`src/rtl/bd3_pkg.sv`:
```
// ----------------------------------------------------------------------------
// bd3_pkg: shared types and constants for the 3D binary dilation block
// Register indexes, connectivity codes, the pipeline item and result types,
// and the neighbourhood mask function.
// ----------------------------------------------------------------------------
`timescale 1ns / 1ps

package bd3_pkg;

  localparam int CFG_IW = 2;
  localparam int CFG_DW = 16;

  localparam logic [CFG_IW-1:0] REG_MODE   = 2'd0;
  localparam logic [CFG_IW-1:0] REG_SIZE_I = 2'd1;
  localparam logic [CFG_IW-1:0] REG_SIZE_J = 2'd2;
  localparam logic [CFG_IW-1:0] REG_SIZE_K = 2'd3;

  localparam logic [1:0] MODE_FACE = 2'd0;
  localparam logic [1:0] MODE_EDGE = 2'd1;
  localparam logic [1:0] MODE_CUBE = 2'd2;

  localparam int SIZE_IW = 9;
  localparam int SIZE_KW = 16;

  localparam logic [SIZE_IW-1:0] SIZE_I_RST = 9'd256;
  localparam logic [SIZE_IW-1:0] SIZE_J_RST = 9'd256;
  localparam logic [SIZE_KW-1:0] SIZE_K_RST = 16'd1;

  localparam int NBR = 27;
  localparam int COL = 9;

  localparam int PLANE_WORD = 2;
  localparam int ROW_WORD   = 6;

  localparam logic [1:0] SETTLE_CYCLES = 2'd3;

  localparam int OFIFO_DEPTH = 4;
  localparam int OFIFO_AW    = 2;
  localparam int OFIFO_CW    = 3;

  typedef struct packed {
    logic k_hi;
    logic k_lo;
    logic j_hi;
    logic j_lo;
    logic i_hi;
    logic i_lo;
  } bd3_bounds_t;

  typedef struct packed {
    logic           valid;
    logic           voxel;
    logic           active;
    logic           last;
    logic [NBR-1:0] mask;
  } bd3_item_t;

  typedef struct packed {
    logic voxel;
    logic last;
  } bd3_result_t;

  // Window bit a_i*9 + a_k*3 + a_j holds the voxel at offset -a along each
  // axis from the newest one; offset 0 is the +1 neighbour, 2 the -1 one.
  function automatic logic [NBR-1:0] nbr_mask(input logic [1:0] mode,
                                              input bd3_bounds_t b);
    logic [NBR-1:0] m;
    logic [2:0]     oi;
    logic [2:0]     oj;
    logic [2:0]     ok3;
    logic [1:0]     reach;
    logic [1:0]     hops;
    oi  = {b.i_lo, 1'b1, b.i_hi};
    oj  = {b.j_lo, 1'b1, b.j_hi};
    ok3 = {b.k_lo, 1'b1, b.k_hi};
    case (mode)
      MODE_FACE: reach = 2'd1;
      MODE_EDGE: reach = 2'd2;
      default:   reach = 2'd3;
    endcase
    m = '0;
    for (int ai = 0; ai < 3; ai++) begin
      for (int ak = 0; ak < 3; ak++) begin
        for (int aj = 0; aj < 3; aj++) begin
          hops = 2'(ai != 1) + 2'(ak != 1) + 2'(aj != 1);
          m[COL*ai + 3*ak + aj] = oi[ai] & ok3[ak] & oj[aj] & (hops <= reach);
        end
      end
    end
    return m;
  endfunction

endpackage

```
`src/rtl/bd3_ofifo.sv`:
```
// ----------------------------------------------------------------------------
// bd3_ofifo: output result queue
// Small register queue between the window pipeline and the output channel;
// space is reserved by credit before an input transaction is taken.
// ----------------------------------------------------------------------------
`timescale 1ns / 1ps

module bd3_ofifo (
  input  logic                              clk,
  input  logic                              rst,
  input  logic                              push,
  input  bd3_pkg::bd3_result_t              din,
  output logic                              out_valid,
  input  logic                              out_ready,
  output bd3_pkg::bd3_result_t              dout,
  output logic [bd3_pkg::OFIFO_CW-1:0]      count
);

  localparam int QAW = bd3_pkg::OFIFO_AW;
  localparam int QCW = bd3_pkg::OFIFO_CW;

  bd3_pkg::bd3_result_t entries [bd3_pkg::OFIFO_DEPTH];
  logic [QAW-1:0] wp;
  logic [QAW-1:0] rp;
  logic           pop;

  assign out_valid = (count != '0);
  assign pop       = out_valid & out_ready;
  assign dout      = entries[rp];

  always_ff @(posedge clk) begin
    if (push) begin
      entries[wp] <= din;
    end
  end

  always_ff @(posedge clk) begin
    if (rst) begin
      wp    <= '0;
      rp    <= '0;
      count <= '0;
    end else begin
      if (push) begin
        wp <= wp + QAW'(1);
      end
      if (pop) begin
        rp <= rp + QAW'(1);
      end
      count <= count + QCW'(push) - QCW'(pop);
    end
  end

  a_no_overflow: assert property (@(posedge clk) disable iff (rst)
    push |-> (count < QCW'(bd3_pkg::OFIFO_DEPTH)))
    else $error("result queue overflow");

endmodule

```
`config.mk`:
```
export PLATFORM = sky130hd
export DESIGN_NAME = bd3_ofifo
export DESIGN_NICKNAME = d
export VERILOG_FILES = /design/src/rtl/bd3_pkg.sv /design/src/rtl/bd3_ofifo.sv
export SDC_FILE = /design/constraint.sdc
export NUM_CORES = 1
export LEC_CHECK = 0
export BUFFER_PORTS_ARGS = -buffer_cell sky130_fd_sc_hd__buf_4
export CORE_MARGIN = 2
export CORE_UTILIZATION = 35
export CTS_CLUSTER_DIAMETER = 80
export CTS_CLUSTER_SIZE = 10
export DETAILED_ROUTE_END_ITERATION = 8
export HOLD_SLACK_MARGIN = 0.02
export PLACE_DENSITY_LB_ADDON = 0.08
export SLEW_MARGIN = 30
export SYNTH_ARGS = -nofsm -noshare
export SYNTH_HDL_FRONTEND = slang
export SYNTH_SLANG_ARGS = --single-unit
```
`constraint.sdc`:
```
create_clock -name clk -period 2.4 [get_ports clk]
set_clock_uncertainty 0.2 [all_clocks]
set_input_delay 0.12 -clock clk [delete_from_list [all_inputs] [get_ports clk]]
set_output_delay 0.12 -clock clk [all_outputs]
set_load 0.005 [all_outputs]
```
==> summary.txt <==
Clocking
  • Total CTS buffers: 3
  • Clock transition at path regs: 90 ps
  • Max clock buf depth: 2
  • # clock sinks: 17
  • CTS tree: built
  • Root buffer cell: clkbuf_4
  • Clk Latency, worst-skew pair: 270 ps
  • H-Tree Depth: 1

Floorplan
  • Die area: 2547 um^2
  • # IOs: 12
  • Initial Util: 37.75%
  • Core Region: 2002 um^2
  • DIE WIDTH: 50.47 um
  • Die H: 50.47 um
  • Row count: 16

Logic synthesis
  • Seq cells post-synth: 17
  • Post-synthesis sequential area ratio: 55.63%
  • Synthesized cell area: 755.7 um^2
  • Mapped Cells: 55
  • Cell taking the most area after synthesis: edfxtp_1
  • Syn avg cell area: 13.74 um^2
  • Library cells used by synthesis: 18
  • Net count after synthesis: 68
  • Top cell type's share of synthesized area: 31.79%
  • Yosys warning total: 0
  • Synth area leaders: edfxtp_1, dfxtp_1, ha_1, mux4_2, and2_1

Timing
  • Worst-Margin Slew: 346.2 ps
  • Worst slew margin: 76.63%
  • Fin. Hold Viols: 0
  • Min Hold Slack: 49.96 ps
  • Fin crit share: 88.77%
  • F_max: 469.4 MHz
  • RSZ-0062 raised after global routing: no
  • Minimum clock period: 2131 ps
  • Final setup fails: 0
  • Fin. max-slew vios: 0
  • Final TNS setup: 0 ps

Status
  • Status: completed

Setup path
  • Critical-path cell list: o31a_1 -> ha_1 -> inv_1 -> ha_1 -> fa_1 -> xor3_1 -> nor2_1
  • Max FO, Critical Path: 6
  • Critical Path Max Stage Delay: 380 ps
  • Buf+Inv Stages, Crit Path: 1
  • Worst endpoint required time: 2380 ps
  • Critical path type: flop to flop
  • Critical Path AT: 2110 ps
  • Worst Setup End Kind: flop
  • Most used cell, CP: ha_1
  • Delay-heaviest family, CP: adder cells
  • Worst setup SP type: flop
  • Worst path slowest cell: fa_1

Worst hold path
  • Hold Path Class: input port to flop

Power and ir drop
  • Max VDD drop: 0.0004496 V
  • P_int: 0.5950 mW
  • Sequential power share: 48.4%
  • PD cells: 872.8 nW/um^2
  • NetSw: 0.2208 mW
  • Pleak: 0.3896 nW
  • Switching Share: 27.06%
  • Combinational power share: 33.8%
  • Clk network pwr share: 17.8%

Drt
  • DRC: 0
  • DR iter-0 viols: 3
  • Vias: 426
  • Antenna Violating Nets Remaining: 0
  • Drt wl/cell: 10.18 um
  • Drt pass-1 iters: 3
  • Final WL: 1018 um
  • Vias per cell: 4.260

Placement
  • Post-DP HPWL: 793.9 um
  • Port buffer count: 11
  • Global placement routability congestion: 0.6874

GRT
  • Initial antenna violation count: 0
  • Largest net degree at the start of global routing: 10
  • Vias in the first global route: 386
  • Global-route wire length before repair: 1725 um
  • Tot GR Track Use: 9.385%
  • GR Overflow Total: 0

Layout
  • Antenna cells: 0
  • Area of the multi-input gates: 309.0 um^2
  • Net count reported at finish: 87
  • Layout cell share with drive strength beyond 1: 23.29%
  • Fillcell total: 193
  • Area growth from synthesis to layout: 23.68%
  • FF+latch area: 420.4 um^2

Run
  • Max_cap viols: 0
==> cell type report <==
class | instances | share of cell area, %
Sequential cell | 17 | 44.98
Multi-Input combinational cell | 31 | 33.07
Timing Repair Buffer | 15 | 13.12
Tap cell | 27 | 3.614
Clock buffer | 4 | 2.811
Inverter | 6 | 2.410
==> placed cells by master (no fill, tap or decap) <==
cell / n
and2_1: 4
buf_4: 11
clkbuf_1: 1
clkbuf_4: 3
dfxtp_1: 9
dlygate4sd3_1: 4
edfxtp_1: 8
fa_1: 1
ha_1: 6
inv_1: 6
mux2_1: 2
mux2_2: 1
mux2i_1: 1
mux4_2: 2
nor2_1: 5
nor2b_1: 4
o311ai_0: 1
o31a_1: 1
or3_1: 1
xnor2_1: 1
xor3_1: 1
==> layer usage <==
layer	wire, um	part of all wire, %	global-route usage [%]	vias to the layer above
li1	-	-	-	222
met1	492	48	12.48	197
met2	485	48	13.60	5
met3	24	2.4	2.679	2
met4	15	1.5	5.405	0
met5	0	0	0	-
==> synthesized netlist by cell type <==
cell type	n
o311ai_0	1
dfxtp_1	9
xnor2_1	1
mux4_2	2
edfxtp_1	8
and2_1	4
nor2b_1	4
ha_1	6
xor3_1	1
o31a_1	1
mux2i_1	1
clkbuf_1	1
or3_1	1
mux2_1	2
nor2_1	5
fa_1	1
inv_1	6
mux2_2	1
==> path summary, 6_finish.rpt <==
path / startpoint / end / slack [ps] / cells after the start
setup / recovery: count[1] / count[2] / 270 / 7
hold / removal: out_ready / flop / 50 / 3
setup reg to reg: count[1] / count[2] / 270 / 7
hold reg to reg: wp[1] / wp[1] / 360 / 2
==> power groups by stage <==
stage / logic (mW) / clock network [mW] / registers [mW]
final: 0.276 / 0.145 / 0.395
after global routing: 0.306 / 0.168 / 0.405
after CTS: 0.282 / 0.155 / 0.396
after detailed placement: 0.274 / 0 / 0.403
after global placement: 0.269 / 0 / 0.403
after floorplan: 0.176 / 0 / 0.395
==> per-stage QoR <==
step	setup WS, ps	std cells	utilization, %	instance area [um^2]	total power [mW]
2_1_floorplan	344.9	55	-	755.7	0.5717
3_3_place_gp	300.4	92	43.38	868.3	0.6716
3_5_place_dp	282.1	92	43.38	868.3	0.6765
4_1_cts	265.7	100	46.69	934.6	0.8319
5_1_grt	145.1	100	46.69	934.6	0.8798
6_report	269.4	100	46.69	934.6	0.8158
==> tightest hold or removal path, stage by stage <==
cell      delay [ps]
buf_4            110
o311ai_0         100
mux2_2           170
==> cell families (layout without fill, tap and decap cells) <==
group	after synthesis	count (layout)	share of synthesized area (%)
buffers and inverters	7	25	3.476
AND/OR/NAND/NOR	14	14	9.934
XOR/XNOR	2	2	4.304
flip-flops	17	17	55.63
adder cells (fa/ha/maj)	7	7	12.58
multiplexers	6	6	11.75
AO/OA/AOI/OAI	2	2	2.318
==> repair_timing <==
item                      4_1_cts  5_1_grt
hold buffers                    4        0
hold endpoints to repair       13        0
setup buffers                   0        0
resized for setup               0        0
Note: power is estimated with default switching activity, not from simulation.
