<file path="config.mk">
export PLATFORM = sky130hd
export DESIGN_NAME = bd3_seq
export DESIGN_NICKNAME = d
export VERILOG_FILES = /design/src/rtl/bd3_pkg.sv /design/src/rtl/bd3_seq.sv
export SDC_FILE = /design/constraint.sdc
export NUM_CORES = 2
export LEC_CHECK = 0
export BUFFER_PORTS_ARGS = -buffer_cell sky130_fd_sc_hd__buf_2
export CORE_MARGIN = 2
export CORE_UTILIZATION = 45
export CTS_CLUSTER_DIAMETER = 30
export DETAILED_ROUTE_END_ITERATION = 8
export PLACE_DENSITY = 0.64
export SLEW_MARGIN = 20
export SYNTH_ARGS = -nofsm -noshare
export SYNTH_HDL_FRONTEND = slang
export SYNTH_SLANG_ARGS = --single-unit
</file>
<file path="constraint.sdc">
create_clock -name clk -period 8.45 [get_ports clk]
set_input_delay 0.4225 -clock clk [delete_from_list [all_inputs] [get_ports clk]]
set_output_delay 0.4225 -clock clk [all_outputs]
set_load 0.02 [all_outputs]
</file>
<file path="src/rtl/bd3_pkg.sv">
// ----------------------------------------------------------------------------
// bd3_pkg: shared types and constants for the 3D binary dilation block
// Register indexes, connectivity codes, the pipeline item and result types,
// and the neighbourhood mask function.
// ----------------------------------------------------------------------------
`timescale 1ns / 1ps

package bd3_pkg;

  localparam int CFG_IW = 2;
  localparam int CFG_DW = 16;

  localparam logic [CFG_IW-1:0] REG_MODE   = 2'd0;
  localparam logic [CFG_IW-1:0] REG_SIZE_I = 2'd1;
  localparam logic [CFG_IW-1:0] REG_SIZE_J = 2'd2;
  localparam logic [CFG_IW-1:0] REG_SIZE_K = 2'd3;

  localparam logic [1:0] MODE_FACE = 2'd0;
  localparam logic [1:0] MODE_EDGE = 2'd1;
  localparam logic [1:0] MODE_CUBE = 2'd2;

  localparam int SIZE_IW = 9;
  localparam int SIZE_KW = 16;

  localparam logic [SIZE_IW-1:0] SIZE_I_RST = 9'd256;
  localparam logic [SIZE_IW-1:0] SIZE_J_RST = 9'd256;
  localparam logic [SIZE_KW-1:0] SIZE_K_RST = 16'd1;

  localparam int NBR = 27;
  localparam int COL = 9;

  localparam int PLANE_WORD = 2;
  localparam int ROW_WORD   = 6;

  localparam logic [1:0] SETTLE_CYCLES = 2'd3;

  localparam int OFIFO_DEPTH = 4;
  localparam int OFIFO_AW    = 2;
  localparam int OFIFO_CW    = 3;

  typedef struct packed {
    logic k_hi;
    logic k_lo;
    logic j_hi;
    logic j_lo;
    logic i_hi;
    logic i_lo;
  } bd3_bounds_t;

  typedef struct packed {
    logic           valid;
    logic           voxel;
    logic           active;
    logic           last;
    logic [NBR-1:0] mask;
  } bd3_item_t;

  typedef struct packed {
    logic voxel;
    logic last;
  } bd3_result_t;

  // Window bit a_i*9 + a_k*3 + a_j holds the voxel at offset -a along each
  // axis from the newest one; offset 0 is the +1 neighbour, 2 the -1 one.
  function automatic logic [NBR-1:0] nbr_mask(input logic [1:0] mode,
                                              input bd3_bounds_t b);
    logic [NBR-1:0] m;
    logic [2:0]     oi;
    logic [2:0]     oj;
    logic [2:0]     ok3;
    logic [1:0]     reach;
    logic [1:0]     hops;
    oi  = {b.i_lo, 1'b1, b.i_hi};
    oj  = {b.j_lo, 1'b1, b.j_hi};
    ok3 = {b.k_lo, 1'b1, b.k_hi};
    case (mode)
      MODE_FACE: reach = 2'd1;
      MODE_EDGE: reach = 2'd2;
      default:   reach = 2'd3;
    endcase
    m = '0;
    for (int ai = 0; ai < 3; ai++) begin
      for (int ak = 0; ak < 3; ak++) begin
        for (int aj = 0; aj < 3; aj++) begin
          hops = 2'(ai != 1) + 2'(ak != 1) + 2'(aj != 1);
          m[COL*ai + 3*ak + aj] = oi[ai] & ok3[ak] & oj[aj] & (hops <= reach);
        end
      end
    end
    return m;
  endfunction

endpackage

</file>
<file path="src/rtl/bd3_seq.sv">
// ----------------------------------------------------------------------------
// bd3_seq: configuration and position sequencer
// Holds the registers, derives plane, volume and lag sizes, tracks the input
// position, memory addresses and output coordinates, and builds the mask.
// ----------------------------------------------------------------------------
`timescale 1ns / 1ps

module bd3_seq #(
  parameter int MAX_ROW_LEN = 256,
  parameter int MAX_ROWS    = 256
) (
  input  logic                                  clk,
  input  logic                                  rst,
  input  logic                                  cfg_we,
  input  logic [bd3_pkg::CFG_IW-1:0]            cfg_index,
  input  logic [bd3_pkg::CFG_DW-1:0]            cfg_data,
  input  logic                                  voxel_in,
  input  logic                                  flush,
  input  logic                                  accept,
  output logic                                  settled,
  output bd3_pkg::bd3_item_t                    req,
  output logic [((MAX_ROW_LEN*MAX_ROWS > 1) ?
                 $clog2(MAX_ROW_LEN*MAX_ROWS) : 1)-1:0] plane_addr,
  output logic [((MAX_ROW_LEN > 1) ? $clog2(MAX_ROW_LEN) : 1)-1:0] row_addr
);

  localparam int NIW = $clog2(MAX_ROW_LEN + 1);
  localparam int NJW = $clog2(MAX_ROWS + 1);
  localparam int CIW = (MAX_ROW_LEN > 1) ? $clog2(MAX_ROW_LEN) : 1;
  localparam int CJW = (MAX_ROWS > 1) ? $clog2(MAX_ROWS) : 1;
  localparam int PLD = MAX_ROW_LEN * MAX_ROWS;
  localparam int AW  = (PLD > 1) ? $clog2(PLD) : 1;
  localparam int PW  = $clog2(PLD + 1);
  localparam int KW  = bd3_pkg::SIZE_KW;
  localparam int TW  = PW + KW;
  localparam int CW  = TW + 1;

  logic [1:0]                 cfg_mode;
  logic [bd3_pkg::SIZE_IW-1:0] cfg_size_i;
  logic [bd3_pkg::SIZE_IW-1:0] cfg_size_j;
  logic [KW-1:0]              cfg_size_k;
  logic [1:0]                 settle_cnt;

  logic [NIW-1:0] ni_c;
  logic [NJW-1:0] nj_c;
  logic [KW-1:0]  nk_c;

  logic [NIW-1:0] ni;
  logic [NJW-1:0] nj;
  logic [KW-1:0]  nk;
  logic [PW-1:0]  plane;
  logic [TW-1:0]  total;
  logic [CW-1:0]  lag;
  logic [CW-1:0]  last_pos;

  logic [CW-1:0]  pos;
  logic [AW-1:0]  pq;
  logic [CIW-1:0] pr;
  logic [CIW-1:0] out_i;
  logic [CJW-1:0] out_j;
  logic [KW-1:0]  out_k;

  logic [CW-1:0]  pos_e;
  logic [AW-1:0]  pq_e;
  logic [CIW-1:0] pr_e;
  logic [CIW-1:0] out_i_e;
  logic [CJW-1:0] out_j_e;
  logic [KW-1:0]  out_k_e;

  logic [CW-1:0]  pos_next;
  logic [AW-1:0]  pq_next;
  logic [CIW-1:0] pr_next;
  logic [CIW-1:0] out_i_next;
  logic [CJW-1:0] out_j_next;
  logic [KW-1:0]  out_k_next;

  logic over;
  logic active;
  logic wr_ok;
  logic is_last;
  logic i_wrap;
  logic j_wrap;
  bd3_pkg::bd3_bounds_t bounds;

  always_ff @(posedge clk) begin
    if (rst) begin
      cfg_mode   <= bd3_pkg::MODE_CUBE;
      cfg_size_i <= bd3_pkg::SIZE_I_RST;
      cfg_size_j <= bd3_pkg::SIZE_J_RST;
      cfg_size_k <= bd3_pkg::SIZE_K_RST;
      settle_cnt <= bd3_pkg::SETTLE_CYCLES;
    end else begin
      if (cfg_we) begin
        case (cfg_index)
          bd3_pkg::REG_MODE:   cfg_mode   <= cfg_data[1:0];
          bd3_pkg::REG_SIZE_I: cfg_size_i <= cfg_data[bd3_pkg::SIZE_IW-1:0];
          bd3_pkg::REG_SIZE_J: cfg_size_j <= cfg_data[bd3_pkg::SIZE_IW-1:0];
          bd3_pkg::REG_SIZE_K: cfg_size_k <= cfg_data[KW-1:0];
          default: ;
        endcase
      end
      if (cfg_we) begin
        settle_cnt <= bd3_pkg::SETTLE_CYCLES;
      end else if (settle_cnt != 2'd0) begin
        settle_cnt <= settle_cnt - 2'd1;
      end
    end
  end

  assign settled = (settle_cnt == 2'd0);

  always_comb begin
    if (cfg_size_i == '0) begin
      ni_c = NIW'(1);
    end else if (int'(cfg_size_i) > MAX_ROW_LEN) begin
      ni_c = NIW'(MAX_ROW_LEN);
    end else begin
      ni_c = NIW'(cfg_size_i);
    end
    if (cfg_size_j == '0) begin
      nj_c = NJW'(1);
    end else if (int'(cfg_size_j) > MAX_ROWS) begin
      nj_c = NJW'(MAX_ROWS);
    end else begin
      nj_c = NJW'(cfg_size_j);
    end
    nk_c = (cfg_size_k == '0) ? KW'(1) : cfg_size_k;
  end

  // Derived sizes register in turn: plane, then total and lag, then last_pos.
  always_ff @(posedge clk) begin
    ni       <= ni_c;
    nj       <= nj_c;
    nk       <= nk_c;
    plane    <= PW'(ni_c) * PW'(nj_c);
    total    <= TW'(plane) * TW'(nk);
    lag      <= CW'(plane) + CW'(ni) + CW'(1);
    last_pos <= CW'(total) + lag - CW'(1);
  end

  always_comb begin
    over    = (pos > last_pos);
    pos_e   = over ? '0 : pos;
    pq_e    = over ? '0 : pq;
    pr_e    = over ? '0 : pr;
    out_i_e = over ? '0 : out_i;
    out_j_e = over ? '0 : out_j;
    out_k_e = over ? '0 : out_k;

    active  = (pos_e >= lag);
    wr_ok   = (pos_e < CW'(total));
    is_last = (pos_e == last_pos);

    bounds.i_lo = (out_i_e != '0);
    bounds.i_hi = ((NIW'(out_i_e) + NIW'(1)) != ni);
    bounds.j_lo = (out_j_e != '0);
    bounds.j_hi = ((NJW'(out_j_e) + NJW'(1)) != nj);
    bounds.k_lo = (out_k_e != '0);
    bounds.k_hi = (((KW+1)'(out_k_e) + (KW+1)'(1)) != (KW+1)'(nk));

    i_wrap = ((NIW'(out_i_e) + NIW'(1)) == ni);
    j_wrap = i_wrap && ((NJW'(out_j_e) + NJW'(1)) == nj);

    if (is_last) begin
      pos_next   = '0;
      pq_next    = '0;
      pr_next    = '0;
      out_i_next = '0;
      out_j_next = '0;
      out_k_next = '0;
    end else begin
      pos_next = pos_e + CW'(1);
      pq_next  = ((PW'(pq_e) + PW'(1)) == plane) ? '0 : pq_e + AW'(1);
      pr_next  = ((NIW'(pr_e) + NIW'(1)) == ni) ? '0 : pr_e + CIW'(1);
      if (active) begin
        out_i_next = i_wrap ? '0 : out_i_e + CIW'(1);
        out_j_next = i_wrap ? (j_wrap ? '0 : out_j_e + CJW'(1)) : out_j_e;
        out_k_next = j_wrap ? out_k_e + KW'(1) : out_k_e;
      end else begin
        out_i_next = out_i_e;
        out_j_next = out_j_e;
        out_k_next = out_k_e;
      end
    end
  end

  always_ff @(posedge clk) begin
    if (rst) begin
      pos   <= '0;
      pq    <= '0;
      pr    <= '0;
      out_i <= '0;
      out_j <= '0;
      out_k <= '0;
    end else if (accept) begin
      pos   <= pos_next;
      pq    <= pq_next;
      pr    <= pr_next;
      out_i <= out_i_next;
      out_j <= out_j_next;
      out_k <= out_k_next;
    end
  end

  always_comb begin
    req.valid  = accept;
    req.voxel  = voxel_in & ~flush & wr_ok;
    req.active = active;
    req.last   = is_last;
    req.mask   = bd3_pkg::nbr_mask(cfg_mode, bounds);
  end

  assign plane_addr = pq_e;
  assign row_addr   = pr_e;

  a_last_restarts: assert property (@(posedge clk) disable iff (rst)
    (accept && req.last) |=> (pos == '0 && pq == '0 && pr == '0))
    else $error("position not cleared after final voxel");

  a_cfg_blocks_input: assert property (@(posedge clk) disable iff (rst)
    cfg_we |=> !settled)
    else $error("input open while derived sizes settle");

endmodule

</file>
==> impl_metrics.prom <==
# TYPE chip_impl_metric gauge
chip_impl_metric{name="layoutNonFillerInstCount",unit=""} 4382
chip_impl_info{name="clockRootBuffer",value="sky130_fd_sc_hd__clkbuf_16"} 1
chip_impl_metric{name="clk_pin_slew",unit="ps"} 50
chip_impl_metric{name="drv.max_cap_violation_count",unit=""} 0
chip_impl_metric{name="viasPerCell",unit=""} 5.56
chip_impl_metric{name="synth_xor_area_share",unit="%"} 5.08
chip_impl_metric{name="dr.first_iter.drc_count",unit=""} 1949
chip_impl_info{name="highest_layer",value="met4"} 1
chip_impl_metric{name="synthesis.area",unit="µm²"} 28600
chip_impl_info{name="synthMostInstantiatedCell",value="sky130_fd_sc_hd__inv_1"} 1
chip_impl_metric{name="ant_nets",unit=""} 0
chip_impl_metric{name="mean_post_synth_cell_area",unit="µm²"} 8.17
chip_impl_metric{name="max_slew.worst_pin.slew",unit="ps"} 1170
chip_impl_info{name="rsz0062_at_grt",value="no"} 1
chip_impl_metric{name="die_width",unit="µm"} 256
chip_impl_metric{name="achievable-frequency",unit="GHz"} 0.148
chip_impl_metric{name="antenna_violations_before_repair",unit=""} 2
chip_impl_metric{name="clk_path_buf_depth",unit=""} 3
chip_impl_metric{name="start_util",unit="%"} 45.5
chip_impl_info{name="holdCritPathClass",value="in -> reg"} 1
chip_impl_metric{name="synth.yosys.warnings",unit=""} 0
chip_impl_metric{name="die_area",unit="µm²"} 65600
chip_impl_metric{name="total_negative_setup_slacks",unit="ps"} 0
chip_impl_metric{name="critical_path_peak_fanout",unit=""} 51
chip_impl_metric{name="numPortBuffers",unit=""} 78
chip_impl_metric{name="area_growth",unit="%"} 10.8
chip_impl_metric{name="ys_async_sr_fraction",unit="%"} 0
chip_impl_info{name="tritoncts",value="yes"} 1
chip_impl_metric{name="grt_overflow",unit=""} 0
chip_impl_metric{name="synth_fp_nets",unit=""} 4077
chip_impl_metric{name="post_synth_inst_count",unit=""} 3502
chip_impl_metric{name="power_density",unit="nW/µm²"} 149
chip_impl_metric{name="synthMuxAreaShare",unit="%"} 0.962
chip_impl_metric{name="route.layer.met1.wl",unit="µm"} 36600
chip_impl_metric{name="grt_max_degree",unit=""} 74
chip_impl_metric{name="gr-usage-all-layers",unit="%"} 25.7
chip_impl_info{name="outcome",value="completed"} 1
chip_impl_metric{name="dr_total_vias",unit=""} 24383
chip_impl_metric{name="holdPathStages",unit=""} 3
chip_impl_info{name="setup_crit_path_kind",value="reg -> out"} 1
chip_impl_metric{name="layout-drive-gt1-share",unit="%"} 7.55
chip_impl_metric{name="cts.sinks",unit=""} 264
chip_impl_metric{name="synth_compound_gate_area_share",unit="%"} 13.3
chip_impl_metric{name="timing.critical_path.arrival",unit="ps"} 6340
chip_impl_metric{name="design.portCount",unit=""} 80
chip_impl_metric{name="timing.final.hold_violations",unit=""} 0
chip_impl_metric{name="synth.top_cell.area_share",unit="%"} 18.5
chip_impl_metric{name="wirelength",unit="µm"} 84200
chip_impl_metric{name="die_y",unit="µm"} 256
chip_impl_metric{name="timing.final.max_slew_violations",unit=""} 0
chip_impl_metric{name="routed-wl-met3",unit="µm"} 6140
chip_impl_metric{name="postSynthRegisterBits",unit=""} 264
chip_impl_metric{name="synth_enable_flop_cells",unit=""} 0
chip_impl_info{name="synth-main-ff-cell",value="sky130_fd_sc_hd__dfxtp_1"} 1
chip_impl_metric{name="yosys.area_share.simple",unit="%"} 21.5
chip_impl_info{name="netlist.top_cell.by_area",value="sky130_fd_sc_hd__dfxtp_1"} 1
chip_impl_metric{name="power.ir.vdd_worst",unit="mV"} 0.125
chip_impl_metric{name="wire_per_inst",unit="µm"} 19.2
chip_impl_metric{name="antenna_cells_inserted",unit=""} 0
chip_impl_metric{name="fin_crit_sh",unit="%"} 80.0
chip_impl_metric{name="leakage",unit="nW"} 15.2
chip_impl_metric{name="drc",unit=""} 0
chip_impl_metric{name="wl_met2",unit="µm"} 38200
chip_impl_info{name="endpoint_kind",value="output port"} 1
chip_impl_info{name="start_kind",value="flip-flop"} 1
chip_impl_metric{name="cts_htree_levels",unit=""} 3
chip_impl_metric{name="dp.cells",unit=""} 4262
chip_impl_metric{name="critical_path_data_required_time",unit="ps"} 8030
chip_impl_metric{name="r2r_cells",unit=""} 20
chip_impl_metric{name="first_global_vias",unit=""} 24097
chip_impl_metric{name="fin_crit",unit="ps"} 6760
chip_impl_metric{name="postCtsHoldBufs",unit=""} 0
chip_impl_info{name="cell_types_with_the_largest_area_share_after_synthesis",value="sky130_fd_sc_hd__dfxtp_1 18%, sky130_fd_sc_hd__fa_1 18%, sky130_fd_sc_hd__ha_1 13%"} 1
chip_impl_metric{name="final-setup-viol-count",unit=""} 0
chip_impl_metric{name="fin_worst_skew",unit="ps"} 19.2
chip_impl_metric{name="synth_seq_area_share",unit="%"} 18.5
chip_impl_info{name="synth_top_cells_by_count",value="517 x sky130_fd_sc_hd__inv_1, 412 x sky130_fd_sc_hd__nand2_1, 292 x sky130_fd_sc_hd__ha_1"} 1
chip_impl_metric{name="place.detailed.hpwl",unit="µm"} 64700
chip_impl_metric{name="drt_pass1_iterations",unit=""} 6
chip_impl_info{name="synth_top_family_by_area",value="adder cells"} 1
chip_impl_metric{name="slew-limit-headroom",unit="%"} 21.9
chip_impl_metric{name="wire_length_of_the_first_global_routing_pass",unit="µm"} 134000
chip_impl_metric{name="clock_network_latency_to_the_later_pin_of_the_worst_skew_pair",unit="ps"} 590
chip_impl_metric{name="share_of_synthesized_cell_area_in_full_adder_half_adder_and_majority_cells",unit="%"} 30.9
chip_impl_metric{name="core_area",unit="µm²"} 63000
chip_impl_metric{name="cts.repair_timing.setup_buffer_count",unit=""} 0
chip_impl_metric{name="core.rowCount",unit=""} 92
chip_impl_metric{name="synth.distinct_cells",unit=""} 105
chip_impl_metric{name="num-nets-final",unit=""} 4059
chip_impl_metric{name="cts_inserted_buffers",unit=""} 66
chip_impl_metric{name="post_cts_resized",unit=""} 0
chip_impl_metric{name="gp_routability_congestion",unit=""} 0.969
kinds of logic (layout without fill, tap and decap cells):
kind of cell	Yosys count	count (layout)
other	1	1
xor gates and xnor gates	166	166
DFF	264	264
buffers and inverters	706	740
adders and majority gates	552	552
AOI/OAI and AO/OA	567	567
muxes	27	27
and+or+nand+nor	1219	1219
path summary, 6_finish.rpt:
kind / from / slack [ps] / to
worst min register to register: cfg_size_k[7] / 370 / nk[7]
worst min-delay path: cfg_data[14] / 70 / cfg_size_k[14]
worst max register to register: plane[6] / 1740 / total[32]
worst max-delay path: last_pos[31] / 1690 / req[20]
registers in the layout, summed over array words and instances, names as in the netlist:
register,count
plane,17
nk,16
pr,8
cfg_mode,2
total,33
cfg_size_j,9
lag,18
pos,34
cfg_size_k,16
last_pos,34
out_k,16
out_j,8
pq,16
out_i,8
settle_cnt,2
cfg_size_i,9
nj,9
ni,9
per-layer routing:
layer,up-vias,global-route usage (%)
met5,-,0
met4,0,10.2
met3,209,4.50
met2,925,41.5
met1,11698,34.3
li1,11551,-
layout by cell type (no fill, tap or decap), types with 25 or more instances in the layout:
master / n
sky130_fd_sc_hd__a21o_1: 43
sky130_fd_sc_hd__a21oi_1: 158
sky130_fd_sc_hd__a31oi_1: 33
sky130_fd_sc_hd__and2_1: 194
sky130_fd_sc_hd__and3_1: 46
sky130_fd_sc_hd__buf_2: 78
sky130_fd_sc_hd__clkbuf_16: 67
sky130_fd_sc_hd__dfxtp_1: 264
sky130_fd_sc_hd__fa_1: 259
sky130_fd_sc_hd__ha_1: 292
sky130_fd_sc_hd__inv_1: 517
sky130_fd_sc_hd__nand2_1: 412
sky130_fd_sc_hd__nand2b_1: 33
sky130_fd_sc_hd__nand3_1: 90
sky130_fd_sc_hd__nand4_1: 53
sky130_fd_sc_hd__nor2_1: 174
sky130_fd_sc_hd__nor2b_1: 44
sky130_fd_sc_hd__nor3_1: 58
sky130_fd_sc_hd__nor4_1: 25
sky130_fd_sc_hd__o21ai_0: 110
sky130_fd_sc_hd__xnor2_1: 106
sky130_fd_sc_hd__xor2_1: 60
worst max-delay path, cell delays in order (launching register included):
cell and delay (ps):
sky130_fd_sc_hd__dfxtp_1 480, sky130_fd_sc_hd__inv_1 130, sky130_fd_sc_hd__ha_1 360, sky130_fd_sc_hd__nand4_4 150
sky130_fd_sc_hd__nor4_4 660, sky130_fd_sc_hd__nand3_1 400, sky130_fd_sc_hd__o21ai_4 380, sky130_fd_sc_hd__buf_12 320
sky130_fd_sc_hd__nand2_1 110, sky130_fd_sc_hd__inv_1 90, sky130_fd_sc_hd__ha_1 270, sky130_fd_sc_hd__nand3_1 160
sky130_fd_sc_hd__nor2_1 200, sky130_fd_sc_hd__nand3_1 120, sky130_fd_sc_hd__xnor2_1 470, sky130_fd_sc_hd__a31oi_1 150
sky130_fd_sc_hd__o32ai_1 250, sky130_fd_sc_hd__nor3b_1 240, sky130_fd_sc_hd__and4_1 470, sky130_fd_sc_hd__nor3b_1 100
sky130_fd_sc_hd__buf_2 170
layout make-up:
type                    instances  area (µm²)
flip-flops and latches        264        5290
multi-input cells            2532       20600
repair buffers                100         568
inverters                     520        1950
clock buffers                  81        1820
clock inverters                39         468
fillers                      6095       31200
well taps                     846        1060
stage by stage:
| step | cell area, µm² | utilization [%] | hold slack [ps] | total power [mW] | worst slack (ps) |
|---|---|---|---|---|---|
| floorplan | 28600 | - | 413 | 1.94 | 2210 |
| global placement | 29400 | 46.7 | 359 | 2.19 | 1930 |
| detailed placement | 29400 | 46.7 | 361 | 2.18 | 1830 |
| global route | 31700 | 50.4 | 68.3 | 4.92 | 1290 |
| finish | 31700 | 50.4 | 71.2 | 4.74 | 1690 |
| CTS | 31700 | 50.4 | 51.8 | 4.77 | 1750 |
power breakdown:
group	switching [mW]	leakage [nW]	total (mW)	internal, mW
registers	0.132	2.14	1.47	1.33
logic	0.441	11.9	0.714	0.273
clock network	0.814	1.10	2.56	1.75
No activity file was read; power rests on OpenSTA's default activity.
